--- src/rtl/pee_pkg.sv ---
// Shared types, character codes and class codes for the parenthesis expression evaluator.
package pee_pkg;

    // Default stack depth for nested parentheses.
    localparam int NEST_DEPTH_DEF = 32;

    // Number of entries in the queue between the front and the back.
    localparam int QUEUE_DEPTH = 4;

    // Value width of the arithmetic.
    localparam int DATA_W = 32;

    // Character codes that the evaluator recognizes.
    localparam logic [7:0] CHAR_ZERO  = 8'h30;
    localparam logic [7:0] CHAR_NINE  = 8'h39;
    localparam logic [7:0] CHAR_PLUS  = 8'h2B;
    localparam logic [7:0] CHAR_MINUS = 8'h2D;
    localparam logic [7:0] CHAR_OPEN  = 8'h28;
    localparam logic [7:0] CHAR_CLOSE = 8'h29;

    // Character classes produced by the front.
    localparam logic [2:0] CLS_OTHER = 3'd0;
    localparam logic [2:0] CLS_DIGIT = 3'd1;
    localparam logic [2:0] CLS_PLUS  = 3'd2;
    localparam logic [2:0] CLS_MINUS = 3'd3;
    localparam logic [2:0] CLS_OPEN  = 3'd4;
    localparam logic [2:0] CLS_CLOSE = 3'd5;

    // Result status codes.
    localparam logic [1:0] STAT_OK       = 2'd0;
    localparam logic [1:0] STAT_DEEP     = 2'd1;
    localparam logic [1:0] STAT_UNMATCH  = 2'd2;
    localparam logic [1:0] STAT_UNCLOSED = 2'd3;

    // One classified character as it travels through the queue.
    typedef struct packed {
        logic [2:0] cls;
        logic [3:0] digit;
        logic       last;
    } item_t;

    // One saved stack frame: the outer sum and its sign.
    typedef struct packed {
        logic              neg;
        logic [DATA_W-1:0] sum;
    } stack_entry_t;

endpackage

--- src/rtl/paren_expression_evaluator_unit.sv ---
// The last character passes through the queue and then sets the output register that holds the result.
// Throughput: one character per cycle; the back executes one queued character each cycle,
// with the stack top held in a register and deeper frames in a RAM with a bypass.
// A result that waits on the output register only stalls last characters behind it.
// Reset clears the sum, sign, digit register, nesting level, error and queue; the stack
// RAM is not cleared, since every frame is written before it is read.
module paren_expression_evaluator_unit
    import pee_pkg::*;
    #(
        parameter int NEST_DEPTH = NEST_DEPTH_DEF
    )
    (
        input  logic        clk,
        input  logic        rst_n,
        input  logic        s_tvalid,
        output logic        s_tready,
        input  logic [7:0]  s_tdata,   // [7:0] char_in
        input  logic        s_tlast,   // is_last
        output logic        m_tvalid,
        input  logic        m_tready,
        output logic [39:0] m_tdata    // [31:0] value, [33:32] status, [39:34] zero
    );

    item_t front_item;
    item_t queue_item;
    logic  queue_valid;
    logic  back_ready;

    // Character classification.
    pee_front u_front
        (
            .char_in (s_tdata),
            .is_last (s_tlast),
            .item    (front_item)
        );

    // Decoupling queue.
    pee_queue u_queue
        (
            .clk        (clk),
            .rst_n      (rst_n),
            .push_valid (s_tvalid),
            .push_ready (s_tready),
            .push_item  (front_item),
            .pop_valid  (queue_valid),
            .pop_ready  (back_ready),
            .pop_item   (queue_item)
        );

    // Execution and result output.
    pee_back
        #(
            .NEST_DEPTH (NEST_DEPTH)
        )
        u_back
        (
            .clk      (clk),
            .rst_n    (rst_n),
            .in_valid (queue_valid),
            .in_ready (back_ready),
            .in_item  (queue_item),
            .m_tvalid (m_tvalid),
            .m_tready (m_tready),
            .m_tdata  (m_tdata)
        );

endmodule

--- src/rtl/pee_ram.sv ---
// Generic single-port-write, single-port-read RAM with a registered read.
module pee_ram
    #(
        parameter int WIDTH = 8,
        parameter int DEPTH = 16,
        localparam int AW = (DEPTH > 1) ? $clog2(DEPTH) : 1
    )
    (
        input  logic             clk,
        input  logic             wr_en,
        input  logic [AW-1:0]    wr_addr,
        input  logic [WIDTH-1:0] wr_data,
        input  logic [AW-1:0]    rd_addr,
        output logic [WIDTH-1:0] rd_data
    );

    logic [WIDTH-1:0] mem_reg [DEPTH];
    logic [WIDTH-1:0] rd_data_reg;

    // Write port and read-first registered read port.
    always_ff @(posedge clk)
    begin
        if (wr_en)
        begin
            mem_reg[wr_addr] <= wr_data;
        end
        rd_data_reg <= mem_reg[rd_addr];
    end

    assign rd_data = rd_data_reg;

endmodule

--- src/rtl/pee_front.sv ---
// Front of the evaluator: classifies each incoming character.
module pee_front
    import pee_pkg::*;
    (
        input  logic [7:0] char_in,
        input  logic       is_last,
        output item_t      item
    );

    // Decode the character into its class and digit value.
    always_comb
    begin
        item.last  = is_last;
        item.digit = 4'(char_in - CHAR_ZERO);
        unique case (char_in) inside
            [CHAR_ZERO:CHAR_NINE]: item.cls = CLS_DIGIT;
            CHAR_PLUS:             item.cls = CLS_PLUS;
            CHAR_MINUS:            item.cls = CLS_MINUS;
            CHAR_OPEN:             item.cls = CLS_OPEN;
            CHAR_CLOSE:            item.cls = CLS_CLOSE;
            default:               item.cls = CLS_OTHER;
        endcase
    end

endmodule

--- src/rtl/pee_queue.sv ---
// Short queue of classified characters between the front and the back.
module pee_queue
    import pee_pkg::*;
    (
        input  logic  clk,
        input  logic  rst_n,
        input  logic  push_valid,
        output logic  push_ready,
        input  item_t push_item,
        output logic  pop_valid,
        input  logic  pop_ready,
        output item_t pop_item
    );

    localparam int PW = (QUEUE_DEPTH > 1) ? $clog2(QUEUE_DEPTH) : 1;
    localparam int CW = $clog2(QUEUE_DEPTH + 1);

    item_t         entry_reg [QUEUE_DEPTH];
    logic [PW-1:0] wr_ptr_reg;
    logic [PW-1:0] wr_ptr_next;
    logic [PW-1:0] rd_ptr_reg;
    logic [PW-1:0] rd_ptr_next;
    logic [CW-1:0] count_reg;
    logic [CW-1:0] count_next;
    logic          do_push;
    logic          do_pop;

    assign push_ready = (count_reg != CW'(QUEUE_DEPTH));
    assign pop_valid  = (count_reg != '0);
    assign pop_item   = entry_reg[rd_ptr_reg];
    assign do_push    = push_valid && push_ready;
    assign do_pop     = pop_valid && pop_ready;

    // Pointer and fill-count update with wrap at the queue depth.
    always_comb
    begin
        wr_ptr_next = wr_ptr_reg;
        rd_ptr_next = rd_ptr_reg;
        count_next  = count_reg;
        if (do_push)
        begin
            wr_ptr_next = (wr_ptr_reg == PW'(QUEUE_DEPTH - 1)) ? '0 : wr_ptr_reg + PW'(1);
        end
        if (do_pop)
        begin
            rd_ptr_next = (rd_ptr_reg == PW'(QUEUE_DEPTH - 1)) ? '0 : rd_ptr_reg + PW'(1);
        end
        if (do_push && !do_pop)
        begin
            count_next = count_reg + CW'(1);
        end
        else if (do_pop && !do_push)
        begin
            count_next = count_reg - CW'(1);
        end
    end

    // Control registers.
    always_ff @(posedge clk or negedge rst_n)
    begin
        if (!rst_n)
        begin
            wr_ptr_reg <= '0;
            rd_ptr_reg <= '0;
            count_reg  <= '0;
        end
        else
        begin
            wr_ptr_reg <= wr_ptr_next;
            rd_ptr_reg <= rd_ptr_next;
            count_reg  <= count_next;
        end
    end

    // Entry storage.
    always_ff @(posedge clk)
    begin
        if (do_push)
        begin
            entry_reg[wr_ptr_reg] <= push_item;
        end
    end

endmodule

--- src/rtl/pee_back.sv ---
// Back of the evaluator: carries out each character against the sum, sign and stack.
module pee_back
    import pee_pkg::*;
    #(
        parameter int NEST_DEPTH = NEST_DEPTH_DEF
    )
    (
        input  logic        clk,
        input  logic        rst_n,
        input  logic        in_valid,
        output logic        in_ready,
        input  item_t       in_item,
        output logic        m_tvalid,
        input  logic        m_tready,
        output logic [39:0] m_tdata
    );

    localparam int LW = $clog2(NEST_DEPTH + 1);
    localparam int AW = (NEST_DEPTH > 1) ? $clog2(NEST_DEPTH) : 1;
    localparam int SW = $bits(stack_entry_t);

    // Evaluation state.
    logic [DATA_W-1:0] acc_reg;
    logic [DATA_W-1:0] acc_next;
    logic [DATA_W-1:0] sum_reg;
    logic [DATA_W-1:0] sum_next;
    logic              neg_reg;
    logic              neg_next;
    logic [LW-1:0]     level_reg;
    logic [LW-1:0]     level_next;
    logic [1:0]        err_reg;
    logic [1:0]        err_next;
    stack_entry_t      top_reg;
    stack_entry_t      top_next;

    // Write-through bypass for the entry under the top.
    logic              byp_valid_reg;
    logic              byp_valid_next;
    stack_entry_t      byp_data_reg;

    // Output register.
    logic              o_valid_reg;
    logic              o_valid_next;
    logic [DATA_W-1:0] o_sum_reg;
    logic [DATA_W-1:0] o_acc_reg;
    logic              o_neg_reg;
    logic [1:0]        o_status_reg;
    logic [DATA_W-1:0] o_value;

    // Stack memory signals.
    logic              wr_en;
    logic [AW-1:0]     wr_addr;
    stack_entry_t      wr_data;
    logic [AW-1:0]     rd_addr;
    logic [SW-1:0]     rd_data;
    stack_entry_t      below;

    // Per-character arithmetic.
    logic [DATA_W-1:0] term;
    logic [DATA_W-1:0] inner;
    logic [DATA_W-1:0] acc_times10;
    logic [DATA_W-1:0] closed_sum;
    logic [1:0]        err_step;
    logic              out_free;
    logic              take;
    logic              finish;

    assign out_free = !o_valid_reg || m_tready;
    assign in_ready = !in_item.last || out_free;
    assign take     = in_valid && in_ready;
    assign finish   = take && in_item.last;

    assign term        = neg_reg ? (DATA_W'(0) - acc_reg) : acc_reg;
    assign inner       = sum_reg + term;
    assign acc_times10 = {acc_reg[DATA_W-4:0], 3'b000} + {acc_reg[DATA_W-2:0], 1'b0}
                       + {{(DATA_W-4){1'b0}}, in_item.digit};
    assign closed_sum  = top_reg.neg ? (top_reg.sum - inner) : (top_reg.sum + inner);
    assign below       = byp_valid_reg ? byp_data_reg : stack_entry_t'(rd_data);

    // Execute one character and prepare the next state.
    always_comb
    begin
        acc_next   = acc_reg;
        sum_next   = sum_reg;
        neg_next   = neg_reg;
        level_next = level_reg;
        top_next   = top_reg;
        err_step   = err_reg;
        wr_en      = 1'b0;
        wr_addr    = AW'(level_reg - LW'(1));
        wr_data    = top_reg;
        if (take)
        begin
            unique case (in_item.cls)
                CLS_DIGIT:
                begin
                    acc_next = acc_times10;
                end
                CLS_PLUS, CLS_MINUS:
                begin
                    sum_next = inner;
                    neg_next = (in_item.cls == CLS_MINUS);
                    acc_next = '0;
                end
                CLS_OPEN:
                begin
                    if (level_reg < LW'(NEST_DEPTH))
                    begin
                        // Spill the current top to memory before replacing it.
                        wr_en        = (level_reg != '0);
                        top_next.sum = sum_reg;
                        top_next.neg = neg_reg;
                        level_next   = level_reg + LW'(1);
                        sum_next     = '0;
                        neg_next     = 1'b0;
                    end
                    else if (err_reg == STAT_OK)
                    begin
                        err_step = STAT_DEEP;
                    end
                end
                CLS_CLOSE:
                begin
                    acc_next = '0;
                    if (level_reg != '0)
                    begin
                        level_next = level_reg - LW'(1);
                        sum_next   = closed_sum;
                        top_next   = below;
                    end
                    else
                    begin
                        sum_next = inner;
                        if (err_reg == STAT_OK)
                        begin
                            err_step = STAT_UNMATCH;
                        end
                    end
                end
                default:
                begin
                end
            endcase
        end
        // An open parenthesis left at the end is flagged if no earlier error was flagged.
        err_next = err_step;
        if (finish && (level_next != '0) && (err_step == STAT_OK))
        begin
            err_next = STAT_UNCLOSED;
        end
    end

    // Keep the memory read pointed at the entry under the top after this cycle.
    always_comb
    begin
        if (!finish && (level_next >= LW'(2)))
        begin
            rd_addr = AW'(level_next - LW'(2));
        end
        else
        begin
            rd_addr = '0;
        end
        byp_valid_next = wr_en && (wr_addr == rd_addr);
    end

    // Output valid follows a finished expression until the transaction completes.
    always_comb
    begin
        o_valid_next = o_valid_reg;
        if (finish)
        begin
            o_valid_next = 1'b1;
        end
        else if (m_tready)
        begin
            o_valid_next = 1'b0;
        end
    end

    // Control and evaluation state; the last character clears the evaluation state and the bypass flag.
    always_ff @(posedge clk or negedge rst_n)
    begin
        if (!rst_n)
        begin
            acc_reg       <= '0;
            sum_reg       <= '0;
            neg_reg       <= 1'b0;
            level_reg     <= '0;
            err_reg       <= STAT_OK;
            byp_valid_reg <= 1'b0;
            o_valid_reg   <= 1'b0;
        end
        else
        begin
            o_valid_reg   <= o_valid_next;
            byp_valid_reg <= finish ? 1'b0 : byp_valid_next;
            if (finish)
            begin
                acc_reg   <= '0;
                sum_reg   <= '0;
                neg_reg   <= 1'b0;
                level_reg <= '0;
                err_reg   <= STAT_OK;
            end
            else
            begin
                acc_reg   <= acc_next;
                sum_reg   <= sum_next;
                neg_reg   <= neg_next;
                level_reg <= level_next;
                err_reg   <= err_next;
            end
        end
    end

    // Payload registers: stack top, bypass data and the result terms.
    always_ff @(posedge clk)
    begin
        top_reg      <= top_next;
        byp_data_reg <= wr_data;
        if (finish)
        begin
            o_sum_reg    <= sum_next;
            o_acc_reg    <= acc_next;
            o_neg_reg    <= neg_next;
            o_status_reg <= err_next;
        end
    end

    // Final fold of the pending number into the sum.
    assign o_value  = o_sum_reg + (o_neg_reg ? (DATA_W'(0) - o_acc_reg) : o_acc_reg);
    assign m_tvalid = o_valid_reg;
    assign m_tdata  = {6'b000000, o_status_reg, o_value};

    // Saved frames below the top of the stack.
    pee_ram
        #(
            .WIDTH (SW),
            .DEPTH (NEST_DEPTH)
        )
        u_stack
        (
            .clk     (clk),
            .wr_en   (wr_en),
            .wr_addr (wr_addr),
            .wr_data (wr_data),
            .rd_addr (rd_addr),
            .rd_data (rd_data)
        );

endmodule
--- config.mk ---
export PLATFORM = sky130hd
export DESIGN_NAME = paren_expression_evaluator_unit
export DESIGN_NICKNAME = d
export VERILOG_FILES = /design/src/rtl/pee_pkg.sv /design/src/rtl/paren_expression_evaluator_unit.sv /design/src/rtl/pee_ram.sv /design/src/rtl/pee_front.sv /design/src/rtl/pee_queue.sv /design/src/rtl/pee_back.sv
export SDC_FILE = /design/constraint.sdc
export NUM_CORES = 2
export LEC_CHECK = 0
export ABC_AREA = 1
export CAP_MARGIN = 0
export CORE_MARGIN = 2
export CORE_UTILIZATION = 50
export CTS_BUF_LIST = sky130_fd_sc_hd__clkbuf_4 sky130_fd_sc_hd__clkbuf_8 sky130_fd_sc_hd__clkbuf_16
export DETAILED_ROUTE_END_ITERATION = 8
export DONT_BUFFER_PORTS = 1
export PLACE_DENSITY = 0.75
export SLEW_MARGIN = 10
export SYNTH_ARGS = -nofsm -noshare
export SYNTH_HDL_FRONTEND = slang
export SYNTH_SLANG_ARGS = --single-unit
--- constraint.sdc ---
create_clock -name clk -period 5.6 [get_ports clk]
set_clock_uncertainty 0.15 [all_clocks]
set_input_delay 1.12 -clock clk [delete_from_list [all_inputs] [get_ports clk]]
set_output_delay 1.12 -clock clk [all_outputs]
set_load 0.005 [all_outputs]
==> results by group <==
Synth
  – Largest cells by area after synthesis: edfxtp_1 53%, nand3_1 8.5%, nand2_1 8.2%
  – Multiplexer share of the synthesized area: 0%
  – Synth Instances: 7089
  – Synth top cells by count: 1482 x nand2_1, 1188 x edfxtp_1, 1151 x nand3_1
  – #FFs+latches synth: 1336
  – Adder-Cell Fraction of Synth Area: 3.34%
  – Yosys top cell area share: 52.7%
  – Post-synth ARST share: 6.14%
  – Leading area contributor after synthesis: edfxtp_1
  – Ys Warns: 0
  – Count leader, synth: nand2_1
  – Post-synthesis cell type count: 53
  – Primary FF master, synth: edfxtp_1
  – Post-synthesis simple-gate area fraction: 24.4%
  – Largest family of logic cells by synthesized area: simple AND/OR/NAND/NOR gates
  – Post-Syn Area: 0.0677 sq mm
  – Seq/Total Area, Yosys: 57.6%
  – Mapped Avg Cell Area: 9.56 sq um
  – Post-synthesis compound-gate area fraction: 4.42%
  – Synth Area in XOR/XNOR: 1.92%
  – Post-synth EDFFs: 1188

Worst setup path
  – Setup crit end kind: register
  – WS Path Type: reg -> reg
  – End of the critical path: u_back.o_sum_reg[31]$_DFFE_PP_
  – Critical path's largest stage delay: 410 ps
  – Worst Setup SP: u_back.acc_reg[1]$_DFF_PN0_
  – CP Max Fanout: 4
  – Req. time, crit path: 5980 ps
  – Most used cell, CP: nand2_1
  – Crit-path slowest cell: ha_1
  – R2r setup slk: -600 ps
  – Setup crit start kind: register
  – FF-to-FF Start: u_back.acc_reg[1]$_DFF_PN0_
  – RR Endpoint: u_back.o_sum_reg[31]$_DFFE_PP_
  – CP arrival: 6570 ps
  – Reg2reg path depth: 40

Timing
  – RSZ-0062 raised after global routing: yes
  – Fin. max-slew vios: 0
  – Slew headroom: 12.8%
  – Peak Freq: 0.161 GHz
  – Final setup TNS: -13560 ps
  – Fin. Hold Viols: 0
  – Setup Viol. Count Final: 45
  – Slew @ Worst Pin: 1310 ps
  – Tmin final: 6200 ps
  – Final period utilization: 111%
  – Worst Setup Slack, final: -595 ps

Clocking
  – H-Tree Depth: 4
  – Num CTS Buffers: 141
  – Clk_lat worst skew: 790 ps
  – Root buffer cell: clkbuf_16
  – TritonCTS sink count: 1336
  – Clk slew on worst S/H paths: 60 ps
  – CTS tree: yes
  – Max Root-Sink Buffers: 3

Finish
  – Number of flip-flops in the largest register: 1056
  – Ant diodes: 0
  – Fin nets: 7713
  – Fin area: 0.0815 sq mm
  – Share of cells above drive strength 1: 18.9%
  – Final Non-Filler Cells: 9413
  – Area grow syn2layout: 20.3%

Place
  – Post-DP HPWL: 120000 um
  – Dpl cells: 8998
  – PortBufs: 0
  – Dpl ws: -930 ps
  – Placed inst area: 0.0726 sq mm
  – GPL Wtd Cong: 0.921

Global route
  – Vias in the first global route: 51.5k
  – Gr ovfl total: 0
  – GRT Util Overall: 28.2%
  – Largest net degree at the start of global routing: 133
  – Initial antenna violation count: 6
  – Global-route wire length before repair: 299000 um

Detailed routing
  – First-pass iteration count of the detailed router: 9
  – Drt drc: 0
  – Final antenna-violating net count: 0
  – Initial DRC count: 6127
  – DR vias/cell: 5.67
  – Via count: 53.4k
  – Routed WL: 199000 um
  – Wire length per cell: 21.1 um

Floorplan
  – Die area: 0.138 sq mm
  – Std-Cell Rows: 135
  – Die height: 372 um
  – Core ar.: 0.135 sq mm
  – Die width: 372 um
  – Starting Density: 50.2%
  – Ports: 55

Hold path
  – Tightest Hold Check Type: in -> async

Status
  – Failing checks: setup timing
  – Status: finished with violations

Run
  – Max-cap violations: 0
per-layer routing:
layer / vias to the layer above / track usage (%) / share of wire (%)
met3: 496 / 4.83 / 9.1
met2: 2606 / 46.4 / 48
met1: 25586 / 37.4 / 39
met4: 6 / 11.0 / 3.9
li1: 24721 / - / -
met5: - / 0 / 0.019
critical path: cells and delay by family (launching register included):
kind	cells	cell delay (ps)
adders and majority gates	3	820
and+or+nand+nor	26	2980
xor gates and xnor gates	2	300
DFF	1	390
buffers and inverters	5	420
AOI/OAI and AO/OA	4	860
per-stage QoR:
stage | hold WS (ps) | utilization, %
6_report | 113 | 60.4
5_1_grt | 105 | 60.4
4_1_cts | 79.1 | 58.9
3_5_place_dp | 388 | 53.8
3_3_place_gp | 372 | 53.8
2_1_floorplan | 353 | -
repair_timing:
| action | CTS | global route |
|---|---|---|
| hold buffers | 1 | 0 |
| pin swaps | 190 | 192 |
| resized for setup | 420 | 362 |
| setup endpoints to repair | 51 | 61 |
| endpoints found under the hold margin | 82 | 0 |
| buffers inserted | 103 | 67 |
cell usage in the layout (no fill, tap or decap), types with 13 or more instances in the layout:
| cell | netlist | routed |
|---|---|---|
| nand3_1 | 1151 | 1111 |
| edfxtp_1 | 1188 | 1188 |
| o211ai_1 | 24 | 24 |
| buf_6 | 0 | 63 |
| dfrtp_1 | 82 | 81 |
| nand3_2 | 2 | 31 |
| a31oi_1 | 20 | 14 |
| nor2_1 | 286 | 173 |
| clkbuf_16 | 0 | 142 |
| a21oi_4 | 0 | 17 |
| dfxtp_1 | 66 | 66 |
| inv_1 | 1049 | 997 |
| buf_4 | 19 | 521 |
| nand2_2 | 11 | 115 |
| buf_12 | 0 | 37 |
| o22ai_1 | 16 | 15 |
| ha_1 | 171 | 144 |
| xnor2_1 | 50 | 40 |
| nand2_1 | 1482 | 1342 |
| clkinv_2 | 0 | 16 |
| nor2_2 | 1 | 38 |
| a21oi_2 | 0 | 38 |
| nand4_1 | 40 | 40 |
| nand2_4 | 2 | 36 |
| xor2_1 | 97 | 80 |
| clkinv_1 | 3 | 28 |
| xor2_2 | 1 | 15 |
| o21ai_0 | 196 | 137 |
| ha_4 | 0 | 20 |
| nor2_4 | 4 | 80 |
| nand3b_1 | 436 | 436 |
| o21ai_1 | 2 | 30 |
| clkbuf_4 | 0 | 32 |
| o21ai_2 | 1 | 26 |
| a21oi_1 | 216 | 161 |
| bufinv_16 | 0 | 13 |
| inv_2 | 19 | 57 |
cell type report:
class,count,area (sq um)
fillers,10632,53500
flip-flops and latches,1336,39000
multi-input cells,4349,26000
repair buffers,624,5440
inverters,1071,4060
clock buffers,181,3890
well taps,1781,2230
clock inverters,71,788
kinds of logic (layout without fill, tap and decap cells):
| logic type | count (synthesis) | after routing |
|---|---|---|
| other | 1 | 6 |
| DFF | 1336 | 1336 |
| AOI/OAI and AO/OA | 539 | 539 |
| xor gates and xnor gates | 148 | 148 |
| buffers and inverters | 1409 | 1947 |
| and+or+nand+nor | 3479 | 3479 |
| adders and majority gates | 177 | 177 |
how the worst min path moves through the flow:
stage / endpoint / slack [ps] / depth (start not counted)
finish: u_back.acc_reg[19]$_DFF_PN0_ / 110 / 1
floorplan: u_queue.count_reg[0]$_DFFE_PN0P_ / 350 / 1
global placement: u_queue.count_reg[0]$_DFFE_PN0P_ / 370 / 1
CTS: u_back.acc_reg[19]$_DFF_PN0_ / 80 / 1
global route: u_back.acc_reg[19]$_DFF_PN0_ / 100 / 1
detailed placement: u_back.top_reg[20]$_DFFE_PP_ / 390 / 2
Power is left out: the tool's default activity adds up to more than one toggle a clock period on the data nets, which glitch-free logic cannot reach.
